$ cat src/rtl/psbq_pkg.sv
// ----------------------------------------------------------------------------
// psbq_pkg
// Types and constants shared by the per-source token bucket queue.
// ----------------------------------------------------------------------------
package psbq_pkg;

  localparam int unsigned TIME_W        = 48;
  localparam int unsigned LEVEL_W       = 18;
  localparam int unsigned RATE_W        = 10;
  localparam int unsigned BURST_W       = 8;
  localparam int unsigned ELAPSED_W     = 18;
  localparam int unsigned PROD_W        = RATE_W + ELAPSED_W;
  localparam int unsigned SUM_W         = PROD_W + 1;
  localparam int unsigned MILLI         = 1000;
  localparam int unsigned ELAPSED_CLAMP = 262143;
  localparam int unsigned APB_ADDR_W    = 4;
  localparam int unsigned APB_DATA_W    = 32;

  localparam logic               HOST_MODE_RESET = 1'b1;
  localparam logic [RATE_W-1:0]  REFILL_RESET    = 10'd3;
  localparam logic [BURST_W-1:0] BURST_RESET     = 8'd3;
  localparam logic [LEVEL_W-1:0] LEVEL_RESET     = LEVEL_W'(3 * MILLI);

  typedef enum logic [1:0] {
    ACT_ENQUEUE,
    ACT_TICK,
    ACT_PEER_LEFT,
    ACT_DISCONNECT
  } action_e;

  typedef enum logic [1:0] {
    ST_ACCEPTED,
    ST_REFUSED,
    ST_IGNORED,
    ST_DISPATCHED
  } status_e;

  typedef enum logic [1:0] {
    REG_HOST_MODE,
    REG_REFILL,
    REG_BURST
  } reg_idx_e;

  typedef struct packed {
    logic [1:0]  action;
    logic [7:0]  slot;
    logic [47:0] now_ms;
    logic [31:0] element_id;
    logic        target_kind;
    logic        tool_kind;
  } in_item_t;

  typedef struct packed {
    logic [1:0]  status;
    logic [7:0]  slot_out;
    logic [31:0] element_id_out;
    logic        target_kind_out;
    logic        tool_kind_out;
    logic        last;
  } out_item_t;

  typedef struct packed {
    logic        tool_kind;
    logic        target_kind;
    logic [31:0] element_id;
  } request_t;

  typedef struct packed {
    logic               host_mode;
    logic [RATE_W-1:0]  refill_per_second;
    logic [BURST_W-1:0] burst_tokens;
  } cfg_t;

endpackage

$ cat src/rtl/per_source_token_bucket_queue.sv
// ----------------------------------------------------------------------------
// per_source_token_bucket_queue
// Per-source request FIFOs drained by per-source token buckets.
// ----------------------------------------------------------------------------
// One beat is taken at a time. Every slot's FIFO pointers, token level and last
// refill time sit in a slot state memory, the queued requests in a request
// memory; each action reads the slot state, works on it and writes it back. An
// enqueue passes through a read and a check state to its result (an ignored
// one goes straight to it). A tick walks slots 1 up to PEER_SLOTS-1: an empty
// slot is read and checked, a slot with a queued request is also multiplied
// and added, and a dispatch adds a push; a stalled result stretches this. A
// peer left clears one slot, a disconnect every slot. After reset a clearing
// pass writes every slot of the slot state memory; input is stalled meanwhile.
// ----------------------------------------------------------------------------
module per_source_token_bucket_queue #(
  parameter int unsigned PEER_SLOTS  = 8,
  parameter int unsigned QUEUE_DEPTH = 8
) (
  input  logic                            clk_i,
  input  logic                            rst_ni,
  input  logic                            in_valid_i,
  output logic                            in_stall_o,
  input  psbq_pkg::in_item_t              in_data_i,
  output logic                            out_valid_o,
  input  logic                            out_stall_i,
  output psbq_pkg::out_item_t             out_data_o,
  input  logic                            psel,
  input  logic                            penable,
  input  logic                            pwrite,
  input  logic [psbq_pkg::APB_ADDR_W-1:0] paddr,
  input  logic [psbq_pkg::APB_DATA_W-1:0] pwdata,
  output logic [psbq_pkg::APB_DATA_W-1:0] prdata,
  output logic                            pready
);
  import psbq_pkg::*;

  localparam int unsigned SW    = $clog2(PEER_SLOTS);
  localparam int unsigned HW    = (QUEUE_DEPTH > 1) ? $clog2(QUEUE_DEPTH) : 1;
  localparam int unsigned CW    = $clog2(QUEUE_DEPTH + 1);
  localparam int unsigned PW    = CW + 1;
  localparam int unsigned RQ_D  = PEER_SLOTS * QUEUE_DEPTH;
  localparam int unsigned AW    = $clog2(RQ_D);
  localparam int unsigned RQ_W  = $bits(request_t);

  typedef struct packed {
    logic [HW-1:0]      head;
    logic [CW-1:0]      count;
    logic [LEVEL_W-1:0] level;
    logic [TIME_W-1:0]  last_time;
  } slot_st_t;

  localparam int unsigned ST_W = $bits(slot_st_t);

  typedef enum logic [3:0] {
    S_SWEEP,
    S_IDLE,
    S_ENQ_RD,
    S_ENQ_CHK,
    S_TICK_RD,
    S_TICK_CHK,
    S_TICK_MUL,
    S_TICK_ADD,
    S_TICK_PUSH,
    S_EMIT
  } state_e;

  function automatic logic [AW-1:0] store_addr(logic [SW-1:0] s, logic [HW-1:0] p);
    return AW'(s) * AW'(QUEUE_DEPTH) + AW'(p);
  endfunction

  cfg_t cfg;

  psbq_regs u_regs (
    .clk_i   (clk_i),
    .rst_ni  (rst_ni),
    .psel    (psel),
    .penable (penable),
    .pwrite  (pwrite),
    .paddr   (paddr),
    .pwdata  (pwdata),
    .prdata  (prdata),
    .pready  (pready),
    .cfg_o   (cfg)
  );

  state_e             state_q;
  logic [SW-1:0]      cur_q;
  logic               sweep_all_q;
  logic [LEVEL_W-1:0] clr_level_q;
  logic [TIME_W-1:0]  now_q;
  request_t           req_q;
  logic [ELAPSED_W-1:0] el_q;
  logic               refill_ok_q;
  logic [PROD_W-1:0]  prod_q;
  out_item_t          dsp_q;
  out_item_t          pend_q;
  logic               pend_vld_q;
  out_item_t          out_q;
  logic               out_vld_q;

  logic               st_we;
  slot_st_t           st_wdata;
  slot_st_t           st_rdata;
  logic [ST_W-1:0]    st_rdata_raw;
  logic               rq_we;
  logic [AW-1:0]      rq_waddr;
  logic [AW-1:0]      rq_raddr;
  logic [RQ_W-1:0]    rq_rdata_raw;
  request_t           rq_rdata;

  psbq_ram #(.WIDTH(ST_W), .DEPTH(PEER_SLOTS)) u_slot_ram (
    .clk_i   (clk_i),
    .we_i    (st_we),
    .waddr_i (cur_q),
    .wdata_i (st_wdata),
    .raddr_i (cur_q),
    .rdata_o (st_rdata_raw)
  );

  psbq_ram #(.WIDTH(RQ_W), .DEPTH(RQ_D)) u_req_ram (
    .clk_i   (clk_i),
    .we_i    (rq_we),
    .waddr_i (rq_waddr),
    .wdata_i (req_q),
    .raddr_i (rq_raddr),
    .rdata_o (rq_rdata_raw)
  );

  assign st_rdata = slot_st_t'(st_rdata_raw);
  assign rq_rdata = request_t'(rq_rdata_raw);

  logic [PW-1:0]        pos_sum;
  logic [HW-1:0]        pos;
  logic                 full;
  logic [LEVEL_W-1:0]   cap;
  logic [TIME_W-1:0]    elapsed;
  logic                 refill_ok;
  logic [ELAPSED_W-1:0] el_clamped;
  logic [SUM_W-1:0]     lvl_sum;
  logic [LEVEL_W-1:0]   lvl_refill;
  logic                 take;
  logic [HW-1:0]        head_next;
  logic                 out_free;
  logic                 last_slot;
  logic                 out_load;
  out_item_t            out_next;

  always_comb begin
    pos_sum    = PW'(st_rdata.head) + PW'(st_rdata.count);
    pos        = (pos_sum >= PW'(QUEUE_DEPTH)) ? HW'(pos_sum - PW'(QUEUE_DEPTH))
                                               : HW'(pos_sum);
    full       = (st_rdata.count == CW'(QUEUE_DEPTH));
    cap        = LEVEL_W'(cfg.burst_tokens) * LEVEL_W'(MILLI);
    elapsed    = now_q - st_rdata.last_time;
    refill_ok  = (st_rdata.last_time != '0) && (now_q > st_rdata.last_time);
    el_clamped = (elapsed > TIME_W'(ELAPSED_CLAMP)) ? ELAPSED_W'(ELAPSED_CLAMP)
                                                    : elapsed[ELAPSED_W-1:0];
    lvl_sum    = SUM_W'(st_rdata.level) + SUM_W'(prod_q);
    if (!refill_ok_q) begin
      lvl_refill = st_rdata.level;
    end else if (lvl_sum > SUM_W'(cap)) begin
      lvl_refill = cap;
    end else begin
      lvl_refill = lvl_sum[LEVEL_W-1:0];
    end
    take       = (lvl_refill >= LEVEL_W'(MILLI));
    head_next  = (st_rdata.head == HW'(QUEUE_DEPTH - 1)) ? '0 : st_rdata.head + 1'b1;
    out_free   = !out_vld_q || !out_stall_i;
    last_slot  = (cur_q == SW'(PEER_SLOTS - 1));
  end

  always_comb begin
    out_load = pend_vld_q && out_free &&
               (state_q == S_TICK_PUSH || state_q == S_EMIT);
    out_next = pend_q;
    if (state_q == S_EMIT) begin
      out_next.last = 1'b1;
    end
  end

  always_comb begin
    st_we    = 1'b0;
    st_wdata = st_rdata;
    rq_we    = 1'b0;
    rq_waddr = store_addr(cur_q, pos);
    rq_raddr = store_addr(cur_q, st_rdata.head);
    case (state_q)
      S_SWEEP: begin
        st_we              = 1'b1;
        st_wdata.head      = '0;
        st_wdata.count     = '0;
        st_wdata.level     = clr_level_q;
        st_wdata.last_time = '0;
      end
      S_ENQ_CHK: begin
        if (!full) begin
          st_we          = 1'b1;
          rq_we          = 1'b1;
          st_wdata.count = st_rdata.count + 1'b1;
        end
      end
      S_TICK_ADD: begin
        st_we              = 1'b1;
        st_wdata.last_time = now_q;
        if (take) begin
          st_wdata.level = lvl_refill - LEVEL_W'(MILLI);
          st_wdata.head  = head_next;
          st_wdata.count = st_rdata.count - 1'b1;
        end else begin
          st_wdata.level = lvl_refill;
        end
      end
      default: ;
    endcase
  end

  always_ff @(posedge clk_i or negedge rst_ni) begin
    if (!rst_ni) begin
      state_q     <= S_SWEEP;
      cur_q       <= '0;
      sweep_all_q <= 1'b1;
      clr_level_q <= LEVEL_RESET;
      now_q       <= '0;
      req_q       <= '0;
      el_q        <= '0;
      refill_ok_q <= 1'b0;
      prod_q      <= '0;
      dsp_q       <= '0;
      pend_q      <= '0;
      pend_vld_q  <= 1'b0;
      out_q       <= '0;
      out_vld_q   <= 1'b0;
    end else begin
      if (out_load) begin
        out_q     <= out_next;
        out_vld_q <= 1'b1;
      end else if (out_vld_q && !out_stall_i) begin
        out_vld_q <= 1'b0;
      end
      case (state_q)
        S_SWEEP: begin
          if (!sweep_all_q || last_slot) begin
            state_q <= S_IDLE;
          end else begin
            cur_q <= cur_q + 1'b1;
          end
        end
        S_IDLE: begin
          if (in_valid_i) begin
            now_q <= in_data_i.now_ms;
            req_q <= '{tool_kind:   in_data_i.tool_kind,
                       target_kind: in_data_i.target_kind,
                       element_id:  in_data_i.element_id};
            case (action_e'(in_data_i.action))
              ACT_ENQUEUE: begin
                if (!cfg.host_mode || in_data_i.slot == 8'd0 ||
                    in_data_i.slot >= 8'(PEER_SLOTS)) begin
                  pend_q     <= '{status: ST_IGNORED, slot_out: in_data_i.slot,
                                  default: '0};
                  pend_vld_q <= 1'b1;
                  state_q    <= S_EMIT;
                end else begin
                  cur_q   <= in_data_i.slot[SW-1:0];
                  state_q <= S_ENQ_RD;
                end
              end
              ACT_TICK: begin
                if (cfg.host_mode) begin
                  cur_q   <= SW'(1);
                  state_q <= S_TICK_RD;
                end
              end
              ACT_PEER_LEFT: begin
                if (in_data_i.slot < 8'(PEER_SLOTS)) begin
                  cur_q       <= in_data_i.slot[SW-1:0];
                  sweep_all_q <= 1'b0;
                  clr_level_q <= cap;
                  state_q     <= S_SWEEP;
                end
              end
              ACT_DISCONNECT: begin
                cur_q       <= '0;
                sweep_all_q <= 1'b1;
                clr_level_q <= cap;
                state_q     <= S_SWEEP;
              end
              default: ;
            endcase
          end
        end
        S_ENQ_RD: begin
          state_q <= S_ENQ_CHK;
        end
        S_ENQ_CHK: begin
          pend_q     <= '{status: full ? ST_REFUSED : ST_ACCEPTED, slot_out: 8'(cur_q),
                          default: '0};
          pend_vld_q <= 1'b1;
          state_q    <= S_EMIT;
        end
        S_TICK_RD: begin
          state_q <= S_TICK_CHK;
        end
        S_TICK_CHK: begin
          if (st_rdata.count == '0) begin
            if (last_slot) begin
              state_q <= S_EMIT;
            end else begin
              cur_q   <= cur_q + 1'b1;
              state_q <= S_TICK_RD;
            end
          end else begin
            el_q        <= el_clamped;
            refill_ok_q <= refill_ok;
            state_q     <= S_TICK_MUL;
          end
        end
        S_TICK_MUL: begin
          prod_q  <= PROD_W'(cfg.refill_per_second) * PROD_W'(el_q);
          state_q <= S_TICK_ADD;
        end
        S_TICK_ADD: begin
          if (take) begin
            dsp_q   <= '{status:          ST_DISPATCHED,
                         slot_out:        8'(cur_q),
                         element_id_out:  rq_rdata.element_id,
                         target_kind_out: rq_rdata.target_kind,
                         tool_kind_out:   rq_rdata.tool_kind,
                         last:            1'b0};
            state_q <= S_TICK_PUSH;
          end else if (last_slot) begin
            state_q <= S_EMIT;
          end else begin
            cur_q   <= cur_q + 1'b1;
            state_q <= S_TICK_RD;
          end
        end
        S_TICK_PUSH: begin
          if (!pend_vld_q || out_free) begin
            pend_q     <= dsp_q;
            pend_vld_q <= 1'b1;
            if (last_slot) begin
              state_q <= S_EMIT;
            end else begin
              cur_q   <= cur_q + 1'b1;
              state_q <= S_TICK_RD;
            end
          end
        end
        S_EMIT: begin
          if (!pend_vld_q) begin
            state_q <= S_IDLE;
          end else if (out_free) begin
            pend_vld_q <= 1'b0;
            state_q    <= S_IDLE;
          end
        end
        default: begin
          state_q <= S_IDLE;
        end
      endcase
    end
  end

  assign in_stall_o  = (state_q != S_IDLE);
  assign out_valid_o = out_vld_q;
  assign out_data_o  = out_q;

  a_no_pend_idle: assert property (@(posedge clk_i) disable iff (!rst_ni)
    state_q == S_IDLE |-> !pend_vld_q)
    else $error("pending result left behind when idle");

  a_count_bound: assert property (@(posedge clk_i) disable iff (!rst_ni)
    st_we |-> st_wdata.count <= CW'(QUEUE_DEPTH))
    else $error("queue count written beyond depth");

  a_dispatch_slot: assert property (@(posedge clk_i) disable iff (!rst_ni)
    out_vld_q && out_q.status == ST_DISPATCHED |->
      out_q.slot_out != 8'd0 && out_q.slot_out < 8'(PEER_SLOTS))
    else $error("dispatch for a slot outside the scanned range");

endmodule

$ cat src/rtl/psbq_ram.sv
// ----------------------------------------------------------------------------
// psbq_ram
// Generic single-write, single-read RAM with registered read data.
// ----------------------------------------------------------------------------
module psbq_ram #(
  parameter int unsigned WIDTH = 34,
  parameter int unsigned DEPTH = 64,
  localparam int unsigned AW   = $clog2(DEPTH)
) (
  input  logic             clk_i,
  input  logic             we_i,
  input  logic [AW-1:0]    waddr_i,
  input  logic [WIDTH-1:0] wdata_i,
  input  logic [AW-1:0]    raddr_i,
  output logic [WIDTH-1:0] rdata_o
);

  logic [WIDTH-1:0] mem_q [DEPTH];
  logic [WIDTH-1:0] rdata_q;

  always_ff @(posedge clk_i) begin
    if (we_i) begin
      mem_q[waddr_i] <= wdata_i;
    end
    rdata_q <= mem_q[raddr_i];
  end

  assign rdata_o = rdata_q;

endmodule

$ cat src/rtl/psbq_regs.sv
// ----------------------------------------------------------------------------
// psbq_regs
// APB register file: host mode, refill rate and burst size.
// ----------------------------------------------------------------------------
module psbq_regs (
  input  logic                                clk_i,
  input  logic                                rst_ni,
  input  logic                                psel,
  input  logic                                penable,
  input  logic                                pwrite,
  input  logic [psbq_pkg::APB_ADDR_W-1:0]     paddr,
  input  logic [psbq_pkg::APB_DATA_W-1:0]     pwdata,
  output logic [psbq_pkg::APB_DATA_W-1:0]     prdata,
  output logic                                pready,
  output psbq_pkg::cfg_t                      cfg_o
);
  import psbq_pkg::*;

  cfg_t     cfg_q;
  reg_idx_e idx;

  assign idx    = reg_idx_e'(paddr[APB_ADDR_W-1:2]);
  assign pready = 1'b1;
  assign cfg_o  = cfg_q;

  always_ff @(posedge clk_i or negedge rst_ni) begin
    if (!rst_ni) begin
      cfg_q <= '{host_mode:         HOST_MODE_RESET,
                 refill_per_second: REFILL_RESET,
                 burst_tokens:      BURST_RESET};
    end else if (psel && penable && pwrite) begin
      case (idx)
        REG_HOST_MODE: cfg_q.host_mode         <= pwdata[0];
        REG_REFILL:    cfg_q.refill_per_second <= pwdata[RATE_W-1:0];
        REG_BURST:     cfg_q.burst_tokens      <= pwdata[BURST_W-1:0];
        default: ;
      endcase
    end
  end

  always_comb begin
    case (idx)
      REG_HOST_MODE: prdata = APB_DATA_W'(cfg_q.host_mode);
      REG_REFILL:    prdata = APB_DATA_W'(cfg_q.refill_per_second);
      REG_BURST:     prdata = APB_DATA_W'(cfg_q.burst_tokens);
      default:       prdata = '0;
    endcase
  end

endmodule
$ cat config.mk
export PLATFORM = sky130hd
export DESIGN_NAME = per_source_token_bucket_queue
export DESIGN_NICKNAME = d
export VERILOG_FILES = /design/src/rtl/psbq_pkg.sv /design/src/rtl/per_source_token_bucket_queue.sv /design/src/rtl/psbq_ram.sv /design/src/rtl/psbq_regs.sv
export SDC_FILE = /design/constraint.sdc
export NUM_CORES = 2
export LEC_CHECK = 0
export ABC_CLOCK_PERIOD_IN_PS = 7800
export BUFFER_PORTS_ARGS = -buffer_cell sky130_fd_sc_hd__buf_2
export CAP_MARGIN = 20
export CORE_UTILIZATION = 57
export CTS_CLUSTER_SIZE = 12
export DETAILED_ROUTE_END_ITERATION = 8
export PLACE_DENSITY = 0.76
export SKIP_LAST_GASP = 1
export SLEW_MARGIN = 30
export SYNTH_ARGS = -nofsm -noshare
export SYNTH_HDL_FRONTEND = slang
export SYNTH_SLANG_ARGS = --single-unit
$ cat constraint.sdc
create_clock -name clk_i -period 7.8 [get_ports clk_i]
set_input_delay 1.17 -clock clk_i [delete_from_list [all_inputs] [get_ports clk_i]]
set_output_delay 1.17 -clock clk_i [all_outputs]
set_load 0.1 [all_outputs]
==> metrics.md <==
| Metric | Value |
|---|---|
| Critical-path top delay cell | dfstp_2 |
| Syn Area/Cell | about 18 sq um |
| Total CTS buffers | 337 |
| Syn Std Cell Area | 131000 sq um |
| Max-slew headroom | roughly a fifth |
| Drt wl/cell | 31.9 um |
| Max cap viols | 0 |
| Dpl hpwl | 193000 um |
| Vias per cell | about 6.7 |
| Reg clk slew, reported paths | 60 ps |
| Cell family with most CP delay | adder cells |
| Clk buf depth | 4 |
| Vias in the first global route | around 74000 |
| # H-tree levels | 5 |
| Die area | 232000 sq um |
| Post-synth top area share | 63.2% |
| Post-Synthesis Cells | slightly above 7000 |
| Final Util | 64.6% |
| Port buffer count | 167 |
| Iter 0 DRT Violations | 9445 |
| DRC viols | 0 |
| Setup TNS | 0 ps |
| Buf/Inv on CP | 5 |
| CP arrival | ~8300 ps |
| Most numerous cell in the Yosys netlist | edfxtp_1 |
| Worst Hold Slack | 152 ps |
| CTS Sinks | ~3200 |
| Number of flops mapped to enable cells by yosys | about 2800 |
| Cell Rows | 175 |
| Total Wirelength | 346000 um |
| CP Max Fanout | 39 |
| Unrepaired setup endpoints after global routing | no |
| Top cells by area, synth | edfxtp_1 63%, mux4_2 11%, dfrtp_1 5.5% |
| CTS tree | yes |
| Post-synthesis sequential area ratio | 70.6% |
| Ports | between 200 and 250 |
| DRT antenna net count | 0 |
| First-pass GRT wire length | 502000 um |
| Via count | between 70000 and 80000 |
| Actual slew at the worst max-slew pin | 1200 ps |
| Synth cell count leaders | 2760 x edfxtp_1, 644 x mux4_2, 385 x nand2_1 |
| Crit end category | flip-flop |
| Core area | 228000 sq um |
| CP peak stage delay | 560 ps |
| Final net count | 8079 |
| Critical Path RT | between 8000 and 9000 ps |
| Grt ovf | 0 |
| Worst-Skew Late Latency | 960 ps |
| Root buffer cell | clkbuf_16 |
| Initial antenna violation count | 29 |
| Max-slew violation count | 0 |
| Chip height | 482 um |
| Finish-stage setup viols | 0 |
| Final critical-path required period | 7490 ps |
| Gpl congestion | 0.939 |
| FMAX | 0.133 GHz |
| CP Class | reg -> reg |
| Clock skew | roughly 90 ps |
| Layout cells sized above 1 | 24.3% |
| Ys async rst share | 9.47% |
| Cell variety after synth | 107 |
| Post-synth top area cell | edfxtp_1 |
| Synth Flop Type | edfxtp_1 |
| Hold Vio Cnt, Final | 0 |
| Hold Path Class | in -> async |
| Critical Path Start Type | flip-flop |
| Synth Register Bits | approximately 3200 |
| GRT Resource Usage Total | 30.2% |
| Pin count of the biggest net entering global routing | between 100 and 150 |
| Synth warn | 0 |
| Starting Density | 57.5% |
| Die Wd | 482 um |
| Synth-to-layout area growth | 12.3% |
| Share of the clock period used by the worst path | ~96% |
| Status | completed |
| First-pass DRT Iterations | 6 |
timing repair:
action / CTS / global route
resized for setup: 9 / 41
endpoints found under the setup margin: 70 / 219
endpoints found under the hold margin: 0 / 0
pin swaps: 0 / 25
buffers inserted: 0 / 10
hold buffers: 0 / 0
flip-flops by register name, summed over array words and instances, names as in the netlist, 34 cells and up:
register / count
dsp_q: 38
now_q: 48
out_data_o: 45
out_next: 44
req_q: 34
u_req_ram.mem_q: 2176
u_req_ram.rdata_o: 34
u_slot_ram.mem_q: 584
u_slot_ram.rdata_o: 73
worst reg2reg max path, delay by kind of cell (launching register included):
| kind | cells | cell delay [ps] |
|---|---|---|
| adder cells (fa/ha/maj) | 6 | 2250 |
| AO/OA/AOI/OAI | 10 | 1910 |
| AND/OR/NAND/NOR | 5 | 1250 |
| buffers and inverters | 5 | 600 |
| flip-flops | 1 | 560 |
| multiplexers | 2 | 520 |
| XOR/XNOR | 2 | 300 |
area by class of cell:
class / count / area (sq um)
antenna: 18 / 45.0
clock buffer: 488 / 9390
sequential: 3167 / 92700
inverter: 262 / 991
clock inverter: 63 / 538
tap: 3009 / 3760
fill: 14800 / 80700
multi-input combinational: 3437 / 36900
timing repair buffer: 401 / 2990
cell usage in the layout, fill, tap and decap left out, types with 21 or more instances in the layout:
| cell type | n |
|---|---|
| edfxtp_1 | 2760 |
| mux4_2 | 644 |
| nand2_1 | 380 |
| clkbuf_16 | 344 |
| inv_1 | 259 |
| dfrtp_1 | 249 |
| mux2_2 | 219 |
| buf_4 | 209 |
| ha_1 | 188 |
| a22oi_1 | 178 |
| buf_2 | 166 |
| o21ai_0 | 155 |
| mux2i_1 | 153 |
| nor2_1 | 152 |
| fa_1 | 150 |
| a21oi_1 | 145 |
| clkbuf_1 | 120 |
| dfxtp_1 | 104 |
| nand3_1 | 95 |
| and2_1 | 90 |
| nor2_4 | 80 |
| nand4_1 | 63 |
| o22ai_1 | 56 |
| xnor2_1 | 53 |
| a21o_1 | 45 |
| nor3_1 | 38 |
| nand2b_1 | 37 |
| xor2_1 | 32 |
| o21ai_1 | 32 |
| a221o_1 | 32 |
| nor2b_1 | 29 |
| a211oi_1 | 26 |
| clkbuf_8 | 24 |
| nor4_1 | 23 |
| conb_1 | 23 |
| clkinv_1 | 22 |
| dfrtp_4 | 22 |
| a221oi_1 | 21 |
layer usage:
layer  wire length [um]  track usage (%)
met5                 84                0
met4              17200             13.9
met3              36900             6.22
met2             166000             48.1
met1             126000             40.2
worst paths after layout:
| check | to | depth (start not counted) | startpoint | slack (ps) |
|---|---|---|---|---|
| worst max-delay path | dsp_q[17] | 30 | u_regs.cfg_o[1] | 310 |
| worst min-delay path | out_data_o[5] | 1 | rst_ni | 150 |
| worst max register to register | dsp_q[17] | 30 | u_regs.cfg_o[1] | 310 |
| worst min register to register | u_slot_ram.rdata_o[8] | 2 | u_slot_ram.mem_q[5][8] | 420 |
| max in group asynchronous | req_q[20] | 3 | rst_ni | 5930 |
| min in group clk_i | req_q[19] | 2 | in_data_i[21] | 420 |
cell families (layout without fill, tap and decap cells):
| family | Yosys count | in the layout | share of synthesized area, % |
|---|---|---|---|
| XOR/XNOR | 86 | 86 | 0.574 |
| buffers and inverters | 666 | 1214 | 2.00 |
| AO/OA/AOI/OAI | 893 | 893 | 4.70 |
| adder cells (fa/ha/maj) | 338 | 338 | 4.08 |
| multiplexers | 1017 | 1017 | 14.1 |
| flip-flops | 3167 | 3167 | 70.6 |
| AND/OR/NAND/NOR | 1080 | 1080 | 3.93 |
| other | 2 | 41 | 0.00573 |
metrics by stage:
stage,setup WS [ps],std cells,cell area (sq um)
floorplan,411,7270,131000
global placement,6.49,10300,137000
detailed placement,-111,10300,137000
CTS,2.75,10800,147000
global route,4.13,10800,147000
finish,307,10800,147000
Power is not shown: default switching activity piles up to over one toggle a cycle in this logic, so the estimate is an artifact.
